--- config.mk ---
export PLATFORM = sky130hd
export DESIGN_NAME = fdm_back
export DESIGN_NICKNAME = d
export VERILOG_FILES = /design/src/rtl/fdm_pkg.sv /design/src/rtl/fdm_back.sv
export SDC_FILE = /design/constraint.sdc
export NUM_CORES = 1
export LEC_CHECK = 0
export BUFFER_PORTS_ARGS = -buffer_cell sky130_fd_sc_hd__buf_2
export CORE_MARGIN = 2
export CORE_UTILIZATION = 45
export CTS_BUF_LIST = sky130_fd_sc_hd__clkbuf_8
export DETAILED_ROUTE_END_ITERATION = 8
export PLACE_DENSITY = 0.68
export SYNTH_ARGS = -nofsm -noshare
export SYNTH_HDL_FRONTEND = slang
export SYNTH_SLANG_ARGS = --single-unit
--- constraint.sdc ---
create_clock -name clk -period 7.35 [get_ports clk]
set_clock_uncertainty 0.1 [all_clocks]
set_input_delay 0.735 -clock clk [delete_from_list [all_inputs] [get_ports clk]]
set_output_delay 0.735 -clock clk [all_outputs]
set_load 0.01 [all_outputs]
--- src/rtl/fdm_pkg.sv ---
// Shared constants, types and codes for the frame-difference motion counter.
// No dependencies; every other file of the block imports it.
package fdm_pkg;

	// sizing
	localparam int MAX_SAMPLES = 4096;
	localparam int MAX_WIDTH   = 4096;

	localparam int CNT_W     = $clog2(MAX_SAMPLES + 1);
	localparam int IDX_W     = $clog2(MAX_SAMPLES);
	localparam int ADDR_W    = IDX_W + 1;              // bank bit + sample index
	localparam int RAM_DEPTH = 2 * MAX_SAMPLES;

	localparam int COL_W     = $clog2(MAX_WIDTH);
	localparam int ROW_W     = 12;                     // row counter wraps at 4096
	localparam int WIDTH_W   = 13;
	localparam int CMP_W     = (COL_W + 1 > WIDTH_W) ? COL_W + 1 : WIDTH_W;
	localparam int STRIDE_W  = 5;
	localparam int RS_STEPS  = (COL_W > ROW_W) ? COL_W : ROW_W;
	localparam int RS_CNT_W  = $clog2(RS_STEPS + 1);

	localparam int PIX_W     = 8;
	localparam int DIFF_W    = 9;
	localparam int MEAN_W    = 9;
	localparam int THR_W     = 8;
	localparam int RATIO_W   = 17;
	localparam int FRAC_W    = 16;
	localparam int TIME_W    = 32;
	localparam int PROD_W    = RATIO_W + CNT_W;

	localparam int TOTAL_W   = DIFF_W + IDX_W + 1;
	localparam int MAG_W     = TOTAL_W - 1;
	localparam int DIV_CNT_W = $clog2(MAG_W + 1);

	localparam int JOBQ_DEPTH = 2;

	// configuration port
	localparam int CFG_IDX_W  = 3;
	localparam int CFG_DATA_W = 32;

	typedef enum logic [CFG_IDX_W-1:0] {
		REG_FRAME_WIDTH,
		REG_SAMPLE_STRIDE,
		REG_DIFF_THRESHOLD,
		REG_MIN_RATIO,
		REG_COOLDOWN
	} cfg_reg_t;

	localparam logic [WIDTH_W-1:0]  RST_FRAME_WIDTH = 13'd320;
	localparam logic [STRIDE_W-1:0] RST_STRIDE      = 5'd4;
	localparam logic [THR_W-1:0]    RST_THRESHOLD   = 8'd20;
	localparam logic [RATIO_W-1:0]  RST_MIN_RATIO   = 17'd3277;
	localparam logic [TIME_W-1:0]   RST_COOLDOWN    = 32'd1000;

	// frame-end job handed from front to back
	typedef struct packed {
		logic [TOTAL_W-1:0] total;
		logic [CNT_W-1:0]   count;
		logic               ovf;
		logic [TIME_W-1:0]  now;
		logic               bank;
	} job_t;

	typedef struct packed {
		logic              en;
		logic [ADDR_W-1:0] addr;
		logic [DIFF_W-1:0] data;
	} ram_wr_t;

	// back part hands a bank back to the front when its job is done
	typedef struct packed {
		logic valid;
		logic bank;
	} bank_rel_t;

	typedef enum logic [2:0] {
		B_IDLE,
		B_DIV,
		B_SCAN,
		B_MULT,
		B_JUDGE
	} back_state_t;

endpackage

--- src/rtl/fdm_back.sv ---
// Back part: per frame job, divides for the mean shift, scans the stored
// differences, judges the ratio and cooldown, holds the result. Depends on fdm_pkg.
module fdm_back (
	input  logic                          clk,
	input  logic                          arst_n,
	input  fdm_pkg::job_t                 job,
	input  logic                          job_empty,
	output logic                          job_pop,
	output logic                          rd_en,
	output logic [fdm_pkg::ADDR_W-1:0]    rd_addr,
	input  logic [fdm_pkg::DIFF_W-1:0]    rd_data,
	input  logic [fdm_pkg::THR_W-1:0]     diff_threshold,
	input  logic [fdm_pkg::RATIO_W-1:0]   min_ratio_q16,
	input  logic [fdm_pkg::TIME_W-1:0]    cooldown,
	output fdm_pkg::bank_rel_t            bank_rel,
	output logic                          out_valid,
	input  logic                          out_stall,
	output logic [fdm_pkg::CNT_W-1:0]     moving_count,
	output logic [fdm_pkg::CNT_W-1:0]     sample_count,
	output logic signed [fdm_pkg::MEAN_W-1:0] mean_shift,
	output logic                          motion_detected,
	output logic                          motion_reported,
	output logic                          sample_overflow
);
	import fdm_pkg::*;

	back_state_t state_q, state_d;

	logic                neg_q;
	logic [CNT_W-1:0]    cnt_q;
	logic                ovf_q;
	logic [TIME_W-1:0]   now_q;
	logic                bank_q;
	logic [CNT_W-1:0]    rem_q;
	logic [MAG_W-1:0]    dq_q;
	logic [DIV_CNT_W-1:0] div_cnt_q;
	logic [MEAN_W-1:0]   mean_q;
	logic [CNT_W-1:0]    idx_q;
	logic                rd_vld_s1;
	logic [CNT_W-1:0]    moving_q;
	logic [PROD_W-1:0]   prod_q;
	logic                has_rep_q;
	logic [TIME_W-1:0]   last_q;

	logic                out_valid_q;
	logic [CNT_W-1:0]    moving_out_q;
	logic [CNT_W-1:0]    samples_out_q;
	logic [MEAN_W-1:0]   mean_out_q;
	logic                det_out_q;
	logic                rep_out_q;
	logic                ovf_out_q;

	logic [TOTAL_W-1:0]  total_abs;
	logic [CNT_W:0]      trial;
	logic                ge;
	logic [CNT_W-1:0]    rem_nx;
	logic [MAG_W-1:0]    q_nx;
	logic [MEAN_W-1:0]   mean_nx;
	logic [DIFF_W:0]     dm;
	logic [DIFF_W:0]     dm_abs;
	logic                is_moving;
	logic                detected;
	logic                reported;
	logic                slot_free;
	logic                done;
	logic                scan_more;

	assign total_abs = job.total[TOTAL_W-1] ? -job.total : job.total;

	// restoring divide, one quotient bit per cycle
	assign trial   = {rem_q, dq_q[MAG_W-1]};
	assign ge      = trial >= {1'b0, cnt_q};
	assign rem_nx  = ge ? CNT_W'(trial - {1'b0, cnt_q}) : CNT_W'(trial);
	assign q_nx    = {dq_q[MAG_W-2:0], ge};
	assign mean_nx = neg_q ? -q_nx[MEAN_W-1:0] : q_nx[MEAN_W-1:0];

	assign scan_more = (idx_q < cnt_q);
	assign rd_addr   = {bank_q, idx_q[IDX_W-1:0]};

	assign dm        = {rd_data[DIFF_W-1], rd_data} - {mean_q[MEAN_W-1], mean_q};
	assign dm_abs    = dm[DIFF_W] ? -dm : dm;
	assign is_moving = dm_abs > (DIFF_W+1)'(diff_threshold);

	assign detected  = (cnt_q != '0) && (PROD_W'({moving_q, {FRAC_W{1'b0}}}) >= prod_q);
	assign reported  = detected && (!has_rep_q || (now_q - last_q) >= cooldown);
	assign slot_free = !out_valid_q || !out_stall;

	assign bank_rel.valid = done;
	assign bank_rel.bank  = bank_q;

	always_comb begin
		state_d = state_q;
		job_pop = 1'b0;
		rd_en   = 1'b0;
		done    = 1'b0;
		case (state_q)
			B_IDLE: begin
				if (!job_empty) begin
					job_pop = 1'b1;
					state_d = (job.count == '0) ? B_MULT : B_DIV;
				end
			end
			B_DIV: begin
				if (div_cnt_q == DIV_CNT_W'(1)) begin
					state_d = B_SCAN;
				end
			end
			B_SCAN: begin
				rd_en = scan_more;
				if (!scan_more && !rd_vld_s1) begin
					state_d = B_MULT;
				end
			end
			B_MULT: begin
				state_d = B_JUDGE;
			end
			B_JUDGE: begin
				if (slot_free) begin
					done    = 1'b1;
					state_d = B_IDLE;
				end
			end
			default: begin
				state_d = B_IDLE;
			end
		endcase
	end

	always_ff @(posedge clk or negedge arst_n) begin
		if (!arst_n) begin
			state_q <= B_IDLE;
		end else begin
			state_q <= state_d;
		end
	end

	// datapath
	always_ff @(posedge clk) begin
		case (state_q)
			B_IDLE: begin
				if (job_pop) begin
					neg_q     <= job.total[TOTAL_W-1];
					cnt_q     <= job.count;
					ovf_q     <= job.ovf;
					now_q     <= job.now;
					bank_q    <= job.bank;
					rem_q     <= '0;
					dq_q      <= total_abs[MAG_W-1:0];
					div_cnt_q <= DIV_CNT_W'(MAG_W);
					mean_q    <= '0;
					moving_q  <= '0;
					idx_q     <= '0;
				end
			end
			B_DIV: begin
				rem_q     <= rem_nx;
				dq_q      <= q_nx;
				div_cnt_q <= div_cnt_q - 1'b1;
				if (div_cnt_q == DIV_CNT_W'(1)) begin
					mean_q <= mean_nx;
				end
			end
			B_SCAN: begin
				if (rd_en) begin
					idx_q <= idx_q + 1'b1;
				end
				if (rd_vld_s1 && is_moving) begin
					moving_q <= moving_q + 1'b1;
				end
			end
			B_MULT: begin
				prod_q <= min_ratio_q16 * cnt_q;
			end
			default: begin
			end
		endcase
	end

	always_ff @(posedge clk) begin
		if (done) begin
			moving_out_q  <= moving_q;
			samples_out_q <= cnt_q;
			mean_out_q    <= mean_q;
			det_out_q     <= detected;
			rep_out_q     <= reported;
			ovf_out_q     <= ovf_q;
		end
	end

	always_ff @(posedge clk or negedge arst_n) begin
		if (!arst_n) begin
			rd_vld_s1   <= 1'b0;
			out_valid_q <= 1'b0;
			has_rep_q   <= 1'b0;
			last_q      <= '0;
		end else begin
			rd_vld_s1 <= rd_en;
			if (done) begin
				out_valid_q <= 1'b1;
				if (reported) begin
					has_rep_q <= 1'b1;
					last_q    <= now_q;
				end
			end else if (!out_stall) begin
				out_valid_q <= 1'b0;
			end
		end
	end

	assign out_valid       = out_valid_q;
	assign moving_count    = moving_out_q;
	assign sample_count    = samples_out_q;
	assign mean_shift      = mean_out_q;
	assign motion_detected = det_out_q;
	assign motion_reported = rep_out_q;
	assign sample_overflow = ovf_out_q;

endmodule

==> impl_metrics.py <==
metrics = {
    "global_route": {
        "antenna_found_initial": 0,
        "grtUsageMet2_pct": 35.2,
        "overflow": 0,
        "grt_pass1_vias": 15600,
        "top_usage_layer": "met2",
        "grt_pass1_wl_um": 80000,
        "grt_use_met1_pct": 27.6,
        "grt_use_met3_pct": 4.45,
        "grt_max_degree": 42,
        "track_usage_pct": 21.3,
    },
    "clock_tree": {
        "cts_buffers": 41,
        "cts_max_level": 2,
        "post_cts_buffers": 0,
        "clock-sinks": 228,
        "cts_tree": "built",
        "clk_latency_ns": 0.62,
        "clk_pin_slew_ns": 0.07,
        "cts_resized": 0,
        "cts_max_path_buffers": 3,
        "cts-root-buf": "clkbuf_8",
        "cts_hold_buf": 0,
    },
    "logic_synthesis": {
        "synth_nets": 2574,
        "synth_area_mm2": 0.0206,
        "ys_seq_elements": 228,
        "synth_edf_count": 190,
        "synth_cell_types": 78,
        "syn_avg_cell_area_um2": 9.97,
        "synth-main-ff-cell": "edfxtp_1",
        "synthCells": 2067,
        "ys_warn_count": 0,
        "ys_seq_area_share_pct": 32.3,
        "synthArstFlopShare_pct": 16.7,
    },
    "outcome": {
        "outcome": "completed",
    },
    "setup_path": {
        "rr_endpoint": "prod_q[29]$_DFFE_PP_",
        "reg2regPathDepth": 18,
        "cp_slowest_cell": "edfxtp_1",
        "reg2reg_from": "cnt_q[6]$_DFFE_PP_",
        "cp.arrival_ns": 6.71,
        "crit_path_cell_trace": "nand2_1, fa_1, fa_1, inv_1, fa_1, fa_1, inv_1, fa_1, inv_1, ha_1, a21oi_1, o221ai_1, a31oi_1, o21ai_1, a41oi_1, a21oi_1, o21a_1, xnor2_1",
        "cp_max_fo": 17,
        "path_class": "reg2reg",
        "ff2ff_setup_slack_ns": 0.88,
        "cp_common_cell": "fa_1",
        "critPathRequiredTime_ns": 7.59,
        "max_stage_delay_ns": 0.89,
        "start_kind": "flip-flop",
        "critPathCaptureType": "flip-flop",
    },
    "timing": {
        "setup_violations": 0,
        "fin_crit_sh_pct": 88.1,
        "max_freq_ghz": 0.154,
        "finalHoldViolations": 0,
        "finalSetupTns_ns": 0,
        "slew_headroom_pct": 19.4,
        "period_minus_slack_ns": 6.47,
        "worst_slew_pin_slew_ns": 1.21,
        "slew_violations": 0,
        "rsz0062_at_grt": "false",
    },
    "floorplanning": {
        "die_y_um": 218,
        "die_w_um": 218,
        "start_util_pct": 45.5,
        "core-area_mm2": 0.0453,
        "num_rows": 78,
        "dieArea_mm2": 0.0475,
        "ios": 195,
    },
    "cells_and_area": {
        "layout-drive-gt1-share_pct": 14.5,
        "nFillCells": 4076,
        "fin_util_pct": 50.7,
        "fin_nets": 2749,
        "syn_to_final_growth_pct": 11.4,
    },
    "detailed_routing": {
        "wl_per_cell_um": 17.0,
        "drtPass1Iterations": 5,
        "drt_iter0_markers": 967,
        "vias": 14900,
        "routed_via_density": 5.17,
        "wirelength_um": 48900,
        "route.detailed.drc": 0,
        "ant_nets": 0,
    },
    "place": {
        "hpwl_um": 38000,
        "portBuffers": 194,
        "place.gp.congestion": 0.891,
    },
    "flow_run": {
        "max_cap_viol_count": 0,
    },
    "worst_hold_path": {
        "hold_path.class": "in2async",
    },
}
==> placed cells by master, fill, tap and decap left out, types with 10 or more instances in the layout <==
cell,count
inv_1,379
nand2_1,207
ha_1,200
buf_2,194
edfxtp_1,190
fa_1,168
and2_1,107
nor2_1,99
a21oi_1,85
xnor2_1,71
o21ai_0,62
xor2_1,49
clkbuf_8,42
dfrtp_1,38
nand3_1,29
mux2_4,29
nor3_1,26
a21o_1,22
and3_1,19
o21a_1,17
mux2i_1,17
buf_4,16
nand2b_1,14
o21bai_1,14
a211oi_1,12
nand4_1,12
o31ai_1,12
a31oi_1,10
==> final cells by class <==
class	instances	area (um2)	area share (%)
clock inverter	34	277	1.21
tap	600	751	3.27
multi-input combinational	1391	12200	53.2
antenna	1	2.50	0.0109
sequential	228	6660	29.0
inverter	370	1390	6.05
timing repair buffer	210	1090	4.75
clock buffer	42	578	2.52
==> sequential cells by signal, indices dropped and copies added, names as in the netlist <==
name and count:
bank_q 1, cnt_q 13, div_cnt_q 5, dq_q 21
has_rep_q 1, idx_q 13, last_q 32, mean_q 9
mean_shift 9, motion_detected 1, motion_reported 1, moving_count 13
moving_q 13, neg_q 1, now_q 32, out_valid 1
ovf_q 1, prod_q 30, rd_vld_s1 1, rem_q 13
sample_count 13, sample_overflow 1, state_q 3
==> critical path: cells and delay by family (launching register included) <==
kind	cells	cell delay [ns]
XOR/XNOR	1	0.13
flip-flops	1	0.89
buffers and inverters	3	0.15
AND/OR/NAND/NOR	1	0.17
adder cells (fa/ha/maj)	6	2.97
AO/OA/AOI/OAI	7	1.76
==> cells by family after synthesis <==
family / Yosys count / share of synthesized area [%]
mux: 50 / 3.16
flops: 228 / 32.3
compound gates: 296 / 9.38
fa+ha+maj: 368 / 28.5
xor+xnor: 120 / 5.10
simple gates: 557 / 13.0
buf+inv: 448 / 8.57
==> stage by stage <==
stage          hold WS (ns)  cell area, um2  worst slack (ns)  cells
6_report              0.183           22900             0.877   2876
5_1_grt               0.169           22900             0.605   2875
4_1_cts               0.147           22900             0.924   2875
3_5_place_dp          0.305           22100             0.848   2799
3_3_place_gp          0.310           22100              1.01   2799
2_1_floorplan         0.300           20600              1.35   2067
==> worst max-delay path by stage <==
stage | from | end | cells after the start
after floorplan | min_ratio_q16[6] | prod_q[28]$_DFFE_PP_ | 19
after global placement | min_ratio_q16[3] | prod_q[29]$_DFFE_PP_ | 20
after detailed placement | min_ratio_q16[3] | prod_q[29]$_DFFE_PP_ | 20
after CTS | cnt_q[6]$_DFFE_PP_ | prod_q[29]$_DFFE_PP_ | 18
after global routing | cnt_q[6]$_DFFE_PP_ | prod_q[29]$_DFFE_PP_ | 18
final | cnt_q[6]$_DFFE_PP_ | prod_q[29]$_DFFE_PP_ | 18
==> synth_stat cells, drive strengths merged (11+ instances only) <==
library cell	n	area, um2
edfxtp	190	5710
buf	22	166
o31ai	13	103
o21bai	15	116
mux2i	17	170
dfrtp	38	951
xnor2	71	622
xor2	49	429
nand4	13	87.6
a21o	23	174
a21oi	88	448
nor2	101	387
mux2	33	480
nand2	207	777
inv	370	1390
a31oi	11	75.1
ha	200	2500
nor3	26	130
o21ai	70	358
nand2b	14	87.6
and2	108	677
fa	168	3360
o21a	17	128
clkbuf	56	210
nand3	29	145
a211oi	12	90.1
and3	19	119
==> per-layer routing <==
layer,vias up,part of all wire [%]
li1,7164,-
met1,7179,44
met2,435,47
met3,96,6.5
met4,0,3.3
met5,-,0
Power is not shown: default switching activity piles up to over one toggle a cycle in this logic, so the estimate is an artifact.
