==> src/rtl/fdm_pkg.sv <==
// Shared constants, types and codes for the frame-difference motion counter.
// No dependencies; every other file of the block imports it.
package fdm_pkg;

	// sizing
	localparam int MAX_SAMPLES = 4096;
	localparam int MAX_WIDTH   = 4096;

	localparam int CNT_W     = $clog2(MAX_SAMPLES + 1);
	localparam int IDX_W     = $clog2(MAX_SAMPLES);
	localparam int ADDR_W    = IDX_W + 1;              // bank bit + sample index
	localparam int RAM_DEPTH = 2 * MAX_SAMPLES;

	localparam int COL_W     = $clog2(MAX_WIDTH);
	localparam int ROW_W     = 12;                     // row counter wraps at 4096
	localparam int WIDTH_W   = 13;
	localparam int CMP_W     = (COL_W + 1 > WIDTH_W) ? COL_W + 1 : WIDTH_W;
	localparam int STRIDE_W  = 5;
	localparam int RS_STEPS  = (COL_W > ROW_W) ? COL_W : ROW_W;
	localparam int RS_CNT_W  = $clog2(RS_STEPS + 1);

	localparam int PIX_W     = 8;
	localparam int DIFF_W    = 9;
	localparam int MEAN_W    = 9;
	localparam int THR_W     = 8;
	localparam int RATIO_W   = 17;
	localparam int FRAC_W    = 16;
	localparam int TIME_W    = 32;
	localparam int PROD_W    = RATIO_W + CNT_W;

	localparam int TOTAL_W   = DIFF_W + IDX_W + 1;
	localparam int MAG_W     = TOTAL_W - 1;
	localparam int DIV_CNT_W = $clog2(MAG_W + 1);

	localparam int JOBQ_DEPTH = 2;

	// configuration port
	localparam int CFG_IDX_W  = 3;
	localparam int CFG_DATA_W = 32;

	typedef enum logic [CFG_IDX_W-1:0] {
		REG_FRAME_WIDTH,
		REG_SAMPLE_STRIDE,
		REG_DIFF_THRESHOLD,
		REG_MIN_RATIO,
		REG_COOLDOWN
	} cfg_reg_t;

	localparam logic [WIDTH_W-1:0]  RST_FRAME_WIDTH = 13'd320;
	localparam logic [STRIDE_W-1:0] RST_STRIDE      = 5'd4;
	localparam logic [THR_W-1:0]    RST_THRESHOLD   = 8'd20;
	localparam logic [RATIO_W-1:0]  RST_MIN_RATIO   = 17'd3277;
	localparam logic [TIME_W-1:0]   RST_COOLDOWN    = 32'd1000;

	// frame-end job handed from front to back
	typedef struct packed {
		logic [TOTAL_W-1:0] total;
		logic [CNT_W-1:0]   count;
		logic               ovf;
		logic [TIME_W-1:0]  now;
		logic               bank;
	} job_t;

	typedef struct packed {
		logic              en;
		logic [ADDR_W-1:0] addr;
		logic [DIFF_W-1:0] data;
	} ram_wr_t;

	// back part hands a bank back to the front when its job is done
	typedef struct packed {
		logic valid;
		logic bank;
	} bank_rel_t;

	typedef enum logic [2:0] {
		B_IDLE,
		B_DIV,
		B_SCAN,
		B_MULT,
		B_JUDGE
	} back_state_t;

endpackage

==> src/rtl/fdm_front.sv <==
// Front part: takes pixel beats, tracks raster position and sampling phase,
// stores sampled differences and raises a job at frame end. Depends on fdm_pkg.
module fdm_front (
	input  logic                          clk,
	input  logic                          arst_n,
	input  logic                          in_valid,
	output logic                          in_stall,
	input  logic [fdm_pkg::PIX_W-1:0]     prev_pixel,
	input  logic [fdm_pkg::PIX_W-1:0]     curr_pixel,
	input  logic                          end_of_frame,
	input  logic [fdm_pkg::TIME_W-1:0]    frame_time_ms,
	input  logic [fdm_pkg::WIDTH_W-1:0]   frame_width,
	input  logic [fdm_pkg::STRIDE_W-1:0]  sample_stride,
	input  logic                          stride_changed,
	output fdm_pkg::ram_wr_t              ram_wr,
	output fdm_pkg::job_t                 job,
	output logic                          job_push,
	input  logic                          job_full,
	input  fdm_pkg::bank_rel_t            bank_rel
);
	import fdm_pkg::*;

	logic [COL_W-1:0]    col_q;
	logic [ROW_W-1:0]    row_q;
	logic [STRIDE_W-1:0] col_ph_q;
	logic [STRIDE_W-1:0] row_ph_q;
	logic [TOTAL_W-1:0]  total_q;
	logic [CNT_W-1:0]    count_q;
	logic                ovf_q;
	logic                bank_q;
	logic [1:0]          busy_q;

	// phase recompute after a stride change
	logic                resync_q;
	logic [RS_CNT_W-1:0] rs_cnt_q;
	logic [RS_STEPS-1:0] col_sh_q;
	logic [RS_STEPS-1:0] row_sh_q;
	logic [STRIDE_W-1:0] col_rem_q;
	logic [STRIDE_W-1:0] row_rem_q;

	logic [CMP_W-1:0]    width_eff;
	logic [STRIDE_W-1:0] stride_eff;
	logic [STRIDE_W-1:0] stride_m1;
	logic                accept;
	logic                sampled;
	logic                room;
	logic                store;
	logic [DIFF_W-1:0]   diff;
	logic [TOTAL_W-1:0]  total_nx;
	logic [CNT_W-1:0]    count_nx;
	logic                ovf_nx;
	logic                row_end;
	logic [STRIDE_W-1:0] col_rem_nx;
	logic [STRIDE_W-1:0] row_rem_nx;
	logic [1:0]          busy_set;
	logic [1:0]          busy_clr;

	function automatic logic [STRIDE_W-1:0] mod_step(
		input logic [STRIDE_W-1:0] rem,
		input logic                nbit,
		input logic [STRIDE_W-1:0] div
	);
		logic [STRIDE_W:0] trial;
		trial = {rem, nbit};
		if (trial >= {1'b0, div}) begin
			trial = trial - {1'b0, div};
		end
		return trial[STRIDE_W-1:0];
	endfunction

	always_comb begin
		if (frame_width == '0) begin
			width_eff = CMP_W'(1);
		end else if (CMP_W'(frame_width) > CMP_W'(MAX_WIDTH)) begin
			width_eff = CMP_W'(MAX_WIDTH);
		end else begin
			width_eff = CMP_W'(frame_width);
		end
	end

	assign stride_eff = (sample_stride == '0) ? STRIDE_W'(1) : sample_stride;
	assign stride_m1  = stride_eff - 1'b1;

	assign in_stall = resync_q || stride_changed || busy_q[bank_q] || job_full;
	assign accept   = in_valid && !in_stall;

	assign sampled = (col_ph_q == '0) && (row_ph_q == '0);
	assign room    = (count_q < CNT_W'(MAX_SAMPLES));
	assign store   = accept && sampled && room;
	assign diff    = {1'b0, curr_pixel} - {1'b0, prev_pixel};

	assign total_nx = store ? total_q + {{(TOTAL_W-DIFF_W){diff[DIFF_W-1]}}, diff} : total_q;
	assign count_nx = store ? count_q + 1'b1 : count_q;
	assign ovf_nx   = ovf_q || (accept && sampled && !room);
	assign row_end  = (CMP_W'(col_q) + CMP_W'(1)) >= width_eff;

	assign ram_wr.en   = store;
	assign ram_wr.addr = {bank_q, count_q[IDX_W-1:0]};
	assign ram_wr.data = diff;

	assign job_push  = accept && end_of_frame;
	assign job.total = total_nx;
	assign job.count = count_nx;
	assign job.ovf   = ovf_nx;
	assign job.now   = frame_time_ms;
	assign job.bank  = bank_q;

	assign col_rem_nx = mod_step(col_rem_q, col_sh_q[RS_STEPS-1], stride_eff);
	assign row_rem_nx = mod_step(row_rem_q, row_sh_q[RS_STEPS-1], stride_eff);

	assign busy_set = job_push ? (2'b01 << bank_q) : 2'b00;
	assign busy_clr = bank_rel.valid ? (2'b01 << bank_rel.bank) : 2'b00;

	always_ff @(posedge clk or negedge arst_n) begin
		if (!arst_n) begin
			col_q     <= '0;
			row_q     <= '0;
			col_ph_q  <= '0;
			row_ph_q  <= '0;
			total_q   <= '0;
			count_q   <= '0;
			ovf_q     <= 1'b0;
			bank_q    <= 1'b0;
			busy_q    <= '0;
			resync_q  <= 1'b0;
			rs_cnt_q  <= '0;
			col_sh_q  <= '0;
			row_sh_q  <= '0;
			col_rem_q <= '0;
			row_rem_q <= '0;
		end else begin
			busy_q <= (busy_q | busy_set) & ~busy_clr;
			if (accept) begin
				if (end_of_frame) begin
					col_q    <= '0;
					row_q    <= '0;
					col_ph_q <= '0;
					row_ph_q <= '0;
					total_q  <= '0;
					count_q  <= '0;
					ovf_q    <= 1'b0;
					bank_q   <= ~bank_q;
				end else begin
					total_q <= total_nx;
					count_q <= count_nx;
					ovf_q   <= ovf_nx;
					if (row_end) begin
						col_q    <= '0;
						col_ph_q <= '0;
						row_q    <= row_q + 1'b1;
						if (row_q == '1 || row_ph_q == stride_m1) begin
							row_ph_q <= '0;
						end else begin
							row_ph_q <= row_ph_q + 1'b1;
						end
					end else begin
						col_q    <= col_q + 1'b1;
						col_ph_q <= (col_ph_q == stride_m1) ? '0 : col_ph_q + 1'b1;
					end
				end
			end else if (stride_changed) begin
				resync_q  <= 1'b1;
				rs_cnt_q  <= RS_CNT_W'(RS_STEPS);
				col_sh_q  <= RS_STEPS'(col_q);
				row_sh_q  <= RS_STEPS'(row_q);
				col_rem_q <= '0;
				row_rem_q <= '0;
			end else if (resync_q) begin
				col_rem_q <= col_rem_nx;
				row_rem_q <= row_rem_nx;
				col_sh_q  <= col_sh_q << 1;
				row_sh_q  <= row_sh_q << 1;
				rs_cnt_q  <= rs_cnt_q - 1'b1;
				if (rs_cnt_q == RS_CNT_W'(1)) begin
					resync_q <= 1'b0;
					col_ph_q <= col_rem_nx;
					row_ph_q <= row_rem_nx;
				end
			end
		end
	end

endmodule

==> config.mk <==
export PLATFORM = sky130hd
export DESIGN_NAME = fdm_front
export DESIGN_NICKNAME = d
export VERILOG_FILES = /design/src/rtl/fdm_pkg.sv /design/src/rtl/fdm_front.sv
export SDC_FILE = /design/constraint.sdc
export NUM_CORES = 1
export LEC_CHECK = 0
export BUFFER_PORTS_ARGS = -buffer_cell sky130_fd_sc_hd__buf_2
export CAP_MARGIN = 20
export CELL_PAD_IN_SITES_DETAIL_PLACEMENT = 2
export CELL_PAD_IN_SITES_GLOBAL_PLACEMENT = 2
export CORE_MARGIN = 2
export CORE_UTILIZATION = 30
export CTS_CLUSTER_SIZE = 16
export DETAILED_ROUTE_END_ITERATION = 12
export PLACE_DENSITY = 0.87
export SLEW_MARGIN = 10
export SYNTH_ARGS = -nofsm -noshare
export SYNTH_HDL_FRONTEND = slang
export SYNTH_SLANG_ARGS = --single-unit
==> constraint.sdc <==
create_clock -name clk -period 6.06 [get_ports clk]
set_input_delay 0.909 -clock clk [delete_from_list [all_inputs] [get_ports clk]]
set_output_delay 0.909 -clock clk [all_outputs]
set_load 0.05 [all_outputs]
==> impl_metrics.py, run 1 <==
metrics = {
    "run_status": {
        "outcome": "complete, no violations",
    },
    "floorplan": {
        "core.rowCount": 60,
        "dieWidth_um": 170,
        "ios": 168,
        "die-height_um": 170,
        "dieArea_um2": 28800,
        "start_util_pct": 30.6,
        "core_um2": 27000,
    },
    "sta": {
        "timing.final.ws_setup_ps": 368,
        "rsz0062_at_grt": "true",
        "fin_crit_ps": 5690,
        "fin_crit_sh_pct": 93.9,
        "tns_ps": 0,
        "timing.slew.headroom_pct": 43.3,
        "skew_ps": 9.36,
        "max_freq_mhz": 176,
        "finalHoldViolCount": 0,
        "maxSlewViolCount": 0,
        "hold_ws_ps": 517,
        "worst_slew_pin_slew_ps": 850,
        "finalSetupViolations": 0,
    },
    "logic_synthesis": {
        "ys_seq_elements": 112,
        "yosysUniqueCellTypes": 67,
        "synth_top_cell_area_share_pct": 34.0,
        "yosysSeqAreaShare_pct": 34.0,
        "synth_ff_type": "dfrtp_1",
        "post-synth-top-area-cell": "dfrtp_1",
        "synth_fp_nets": 1066,
        "synth_edf_count": 0,
        "ys_warn_count": 0,
        "postSynthCellCount": 926,
        "async_flop_share_pct": 100,
        "yosysMostFrequentCell": "dfrtp_1",
        "synth_common_cells": "dfrtp_1, nand2_1, o21ai_0",
        "syn_area_per_cell_um2": 8.91,
        "syn_area_um2": 8250,
        "ys_top_cells_by_area": "dfrtp_1, ha_1, nand2_1",
    },
    "clock_tree": {
        "cts_max_level": 3,
        "clkTransAtPathRegs_ps": 80,
        "clk_latency_ps": 360,
        "cts_tree": "done",
        "cts_hold_buf": 0,
        "cts_buffer_depth": 2,
        "cts_root_buf": "clkbuf_16",
        "cts.repair.resized": 0,
        "post_cts_buffers": 0,
        "cts_inserted_buffers": 9,
        "cts.sinks": 112,
    },
    "worst_setup_path": {
        "worstPathMaxFanout": 5,
        "slowest_stage": "a2111oi_2",
        "timing_worst_setup_path_type": "input pin to primary output",
        "r2r_setup_slack_ps": 1900,
        "rr_startpoint": "col_q[2]",
        "crit_chain": "buf_2, inv_1, ha_1, a21o_1, a21o_1, a21o_1, a21oi_1, o21ai_0, xor2_2, ha_1, a2111oi_2, a21oi_1, or2_1, a31oi_1, o21bai_1, xnor2_1, o21ai_1, buf_2",
        "cpMostUsedCell": "a21o_1",
        "slowest_delay_ps": 450,
        "reg2reg_to": "row_ph_q[4]",
        "crit_path_start_kind": "input pin",
        "r2r_cells": 14,
        "arrival_ps": 4780,
        "crit_required_ps": 5150,
        "crit_path_end_kind": "primary output",
    },
    "global_routing": {
        "antenna_found_initial": 0,
        "grt_overflow": 0,
        "grt_max_degree": 66,
        "grt_pass1_wl_mm": 42.7,
        "grtUsageTotal_pct": 18.5,
        "grt_pass1_vias": 7970,
    },
    "drt": {
        "drc": 0,
        "vias": 7040,
        "ant_nets": 0,
        "wire_per_inst_um": 19.7,
        "drtIter0Drc": 349,
        "viasPerCell": 5.37,
        "first_pass_iters": 4,
        "routed_wl_mm": 25.8,
    },
    "worst_hold_path": {
        "hold_path_startpoint": "row_sh_q[0]",
        "whs_path_depth": 1,
        "hp-class": "flip-flop to flip-flop",
        "hold-path-endpoint": "row_sh_q[0]",
    },
    "power_and_ir_drop": {
        "switching_power_mw": 0.832,
        "pwr-share-seq_pct": 38.2,
        "comb_power_share_pct": 33.8,
        "p_leak_nw": 4.44,
        "p_int_mw": 1.43,
        "p_clk_share_pct": 27.9,
        "power.density_nw_per_um2": 248,
        "peakVddDrop_uv": 150,
        "p_sw_share_pct": 36.8,
    },
    "placed_design": {
        "dpl_cell_area_um2": 8790,
        "io_buffers": 103,
        "hpwl_mm": 19.2,
        "gp_congestion": 0.811,
        "pre_cts_ws_ps": 178,
    },
    "cells_and_area": {
        "syn_to_final_growth_pct": 10.3,
        "final_nets": 1105,
        "insertedDiodeCount": 0,
        "drive_above_1_share_pct": 16.5,
        "fill_cells": 2981,
        "postLayoutCellArea_um2": 9090,
        "fin_util_pct": 33.7,
    },
    "job": {
        "drv_cap": 0,
    },
}
[final cells by class]
class / instances / area, um2 / area share, %
inverter: 42 / 158 / 1.73
tap: 341 / 427 / 4.69
sequential: 112 / 2800 / 30.8
timing repair buffer: 115 / 608 / 6.69
clock inverter: 5 / 65.1 / 0.715
multi-input combinational: 685 / 4800 / 52.8
clock buffer: 10 / 229 / 2.52
[power groups by stage]
stage / clock [mW] / sequential, mW / combinational [mW]
finish: 0.631 / 0.864 / 0.765
global route: 0.669 / 0.874 / 0.855
CTS: 0.640 / 0.864 / 0.769
detailed placement: 0 / 0.877 / 0.756
global placement: 0 / 0.871 / 0.704
floorplan: 0 / 0.853 / 0.616
[kinds of logic (layout without fill, tap and decap cells)]
group | count (synthesis) | count (layout) | synth area share, %
buffers and inverters | 129 | 172 | 8.41
DFF | 112 | 112 | 34.0
AOI/OAI and AO/OA | 236 | 236 | 19.2
and+or+nand+nor | 274 | 274 | 15.7
adders and majority gates | 66 | 66 | 10.4
muxes | 39 | 39 | 4.84
xor gates and xnor gates | 70 | 70 | 7.53
[worst max path at each step]
stage / from / endpoint / slack (ps)
3_5_place_dp: prev_pixel[1] / job[65] / 180
4_1_cts: prev_pixel[1] / job[65] / 160
6_report: prev_pixel[1] / job[65] / 370
3_3_place_gp: prev_pixel[1] / job[65] / 350
5_1_grt: curr_pixel[0] / job[66] / -5
2_1_floorplan: curr_pixel[0] / job[66] / -140
[through the flow]
step	power [mW]	instances
after floorplan	1.47	926
after global placement	1.58	1295
after detailed placement	1.63	1295
after CTS	2.27	1310
after global routing	2.40	1310
final	2.26	1310
[layout by cell type, fill, tap and decap left out, types with 12 or more instances in the layout]
cell / synthesis / final
dfrtp_1: 112 / 111
ha_1: 62 / 62
nand2_1: 110 / 110
mux2i_1: 32 / 32
nor2_1: 55 / 55
buf_4: 51 / 13
a21o_1: 24 / 24
a21oi_1: 37 / 36
o21ai_0: 74 / 66
and3_1: 13 / 13
nor3_1: 12 / 12
xnor2_1: 42 / 42
a22o_1: 42 / 42
buf_2: 2 / 102
o21ai_1: 4 / 12
nand3_1: 29 / 28
inv_1: 41 / 41
xor2_1: 27 / 25
[critical path, delay by kind of cell]
family,cells,cell delay [ps]
buffers and inverters,3,470
adder cells (fa/ha/maj),2,630
AND/OR/NAND/NOR,1,280
AO/OA/AOI/OAI,10,2150
XOR/XNOR,2,350
[per-layer routing]
layer | track usage (%) | vias to the layer above | routed length (um)
met5 | 0 | - | 0
met4 | 4.31 | 0 | 338
met3 | 2.68 | 26 | 792
met2 | 33.5 | 90 | 13000
met1 | 23.2 | 3606 | 11700
li1 | - | 3318 | -
[registers in the layout (all words and copies together), names as in the netlist]
register	cells
bank_q	1
busy_q	2
col_ph_q	5
col_q	12
col_rem_q	5
col_sh_q	12
count_q	13
ovf_q	1
resync_q	1
row_ph_q	5
row_q	12
row_rem_q	5
row_sh_q	12
rs_cnt_q	4
total_q	22
No activity file was read; power rests on OpenSTA's default activity.
==> run 2, diff against run 1 <==
--- a/config.mk
+++ b/config.mk
@@ -7,13 +7,11 @@
 export LEC_CHECK = 0
 export BUFFER_PORTS_ARGS = -buffer_cell sky130_fd_sc_hd__buf_2
 export CAP_MARGIN = 20
-export CELL_PAD_IN_SITES_DETAIL_PLACEMENT = 2
-export CELL_PAD_IN_SITES_GLOBAL_PLACEMENT = 2
 export CORE_MARGIN = 2
-export CORE_UTILIZATION = 30
+export CORE_UTILIZATION = 40
 export CTS_CLUSTER_SIZE = 16
 export DETAILED_ROUTE_END_ITERATION = 12
-export PLACE_DENSITY = 0.87
+export PLACE_DENSITY = 0.75
 export SLEW_MARGIN = 10
 export SYNTH_ARGS = -nofsm -noshare
 export SYNTH_HDL_FRONTEND = slang
==> run 2 against run 1 <==
Critical endpoint unchanged; final cell count decreased by 5.4%; critical path depth is the same; worst setup slack gained 20 ps; flip-flop and latch count stayed put; routed wire length decreased by 27%; largest cell class unchanged; die area fell by 24%; combinational power is 6.8% lower; highest routed layer unchanged; clock-buffer cell count is the same.
==> impl_metrics.py, run 2 (same netlist as run 1, synthesis figures left out) <==
metrics = {
    "worst_hold_path": {
        "hp-class": "input pin to async pin",
    },
    "cells_and_area": {
        "reg_top3": "total_q: 22 flops, count_q: 13 flops",
        "regMostFlops": "total_q",
        "layout.cells.most_common_list": "dfrtp_1, nand2_1, buf_2",
        "syn_to_final_growth_pct": 9.18,
        "final_nets": 1104,
        "fin_util_pct": 44.5,
        "insertedDiodeCount": 0,
        "postLayoutCellArea_um2": 9000,
        "drive_above_1_share_pct": 16.4,
        "largest_reg_flops": 22,
        "mostFrequentLayoutCell": "dfrtp_1",
    },
    "sta": {
        "finalSetupViolations": 0,
        "timing.slew.headroom_pct": 28.8,
        "finalHoldViolCount": 0,
        "skew_ps": 9.20,
        "fin_crit_ps": 5670,
        "worst_slew_pin_slew_ps": 1060,
        "max_freq_mhz": 176,
        "rsz0062_at_grt": "false",
        "maxSlewViolCount": 0,
        "fin_crit_sh_pct": 93.6,
    },
    "clock_tree": {
        "cts.sinks": 112,
        "cts_tree": "done",
        "cts_root_buf": "clkbuf_16",
        "cts_buffer_depth": 2,
        "cts_max_level": 3,
        "cts_inserted_buffers": 9,
        "clk_latency_ps": 360,
        "clkTransAtPathRegs_ps": 70,
    },
    "worst_setup_path": {
        "timing_worst_setup_path_type": "input pin to primary output",
        "cpMostUsedCell": "a21o_1",
        "crit_required_ps": 5150,
        "worstPathMaxFanout": 5,
        "r2r_cells": 14,
        "crit_path_end": "job[65]",
        "r2r_setup_slack_ps": 1550,
        "rr_startpoint": "col_q[0]",
        "slowest_delay_ps": 460,
        "slowest_stage": "a2111oi_2",
        "path_depth": 18,
        "crit_buf_inv": 3,
        "reg2reg_to": "col_ph_q[1]",
        "crit_path_end_kind": "primary output",
        "crit_family": "compound AO/OA/AOI/OAI gates",
        "crit_chain": "buf_2, inv_1, ha_1, a21o_1, a21o_1, a21o_1, a21oi_1, o21ai_0, xor2_2, ha_1, a2111oi_2, a21oi_1, or2_1, a31oi_1, o21bai_1, xnor2_1, o21ai_1, buf_2",
        "crit_path_start_kind": "input pin",
        "cp-startpoint": "prev_pixel[1]",
        "arrival_ps": 4760,
    },
    "floorplan": {
        "core.rowCount": 52,
        "die-height_um": 148,
        "dieWidth_um": 148,
        "core_um2": 20200,
        "start_util_pct": 40.8,
        "dieArea_um2": 21800,
        "ios": 168,
    },
    "power_and_ir_drop": {
        "p_leak_nw": 4.43,
        "peakVddDrop_uv": 139,
        "power.density_nw_per_um2": 239,
    },
    "drt": {
        "wire_per_inst_um": 15.3,
        "routed_wl_mm": 18.9,
        "ant_nets": 0,
        "drc": 0,
        "first_pass_iters": 4,
        "vias": 6691,
        "drtIter0Drc": 348,
        "viasPerCell": 5.40,
    },
    "global_routing": {
        "grt_overflow": 0,
        "grt_pass1_vias": 6216,
        "grt_max_degree": 81,
        "grtUsageTotal_pct": 17.4,
        "grt_pass1_wl_mm": 31.0,
        "antenna_found_initial": 0,
    },
    "run_status": {
        "outcome": "complete, no violations",
    },
    "placed_design": {
        "hpwl_mm": 13.9,
        "gp_congestion": 0.839,
        "dpl_cell_area_um2": 8690,
        "io_buffers": 103,
    },
    "job": {
        "drv_cap": 0,
    },
}
==> run 2: metrics by stage <==
stage          std cells  setup WS, ps  TNS (ps)  total power, mW  hold slack [ps]
2_1_floorplan        926          -137      -208             1.47              450
3_3_place_gp        1222           310         0             1.55              480
3_5_place_dp        1222           123         0             1.57              487
4_1_cts             1238           107         0             2.17              496
5_1_grt             1239          75.8         0             2.30              513
6_report            1239           388         0             2.15              484
==> run 2: where the power goes <==
| part | total, mW | switching, mW | internal (mW) |
|---|---|---|---|
| clock network | 0.583 | 0.297 | 0.286 |
| logic | 0.713 | 0.408 | 0.305 |
| registers | 0.858 | 0.0612 | 0.797 |
==> run 2: worst reg2reg max path, cell delays in order (launching register included) <==
cell and delay [ps]:
dfrtp_1 470, ha_1 300, nand3_1 220, nor2_1 230, nand3_1 110, xnor2_1 220, ha_1 280, a21o_1 180
a21o_1 180, nor4_1 230, a32oi_2 270, nor2_1 870, o31ai_1 370, o221ai_1 260, a21boi_0 230
==> run 2: layout make-up <==
| cell class | instances | area [um2] |
|---|---|---|
| repair buffers | 114 | 621 |
| well taps | 270 | 338 |
| flip-flops and latches | 112 | 2800 |
| clock buffers | 10 | 229 |
| fillers | 1960 | 11200 |
| clock inverters | 6 | 53.8 |
| multi-input cells | 685 | 4800 |
| inverters | 42 | 158 |
==> run 2: worst min path at each step <==
stage	depth (start not counted)	end	slack [ps]
after floorplan	2	col_sh_q[11]	450
after global placement	1	row_sh_q[0]	480
after detailed placement	1	row_sh_q[0]	490
after CTS	1	row_rem_q[4]	500
after global routing	1	row_rem_q[4]	510
final	1	row_rem_q[4]	480
==> run 2: repair_timing <==
action / CTS / global route
resized for setup: 0 / 2
endpoints found under the setup margin: 0 / 2
setup buffers: 0 / 0
hold buffers: 0 / 0
==> run 2: per-layer routing <==
layer	GRT usage, %	part of all wire, %	up-vias	routed length [um]
li1	-	-	3323	-
met1	23.8	47	3209	8850
met2	29.2	48	149	9060
met3	3.33	4.6	10	879
met4	3.41	0.79	0	149
met5	0	0	-	0
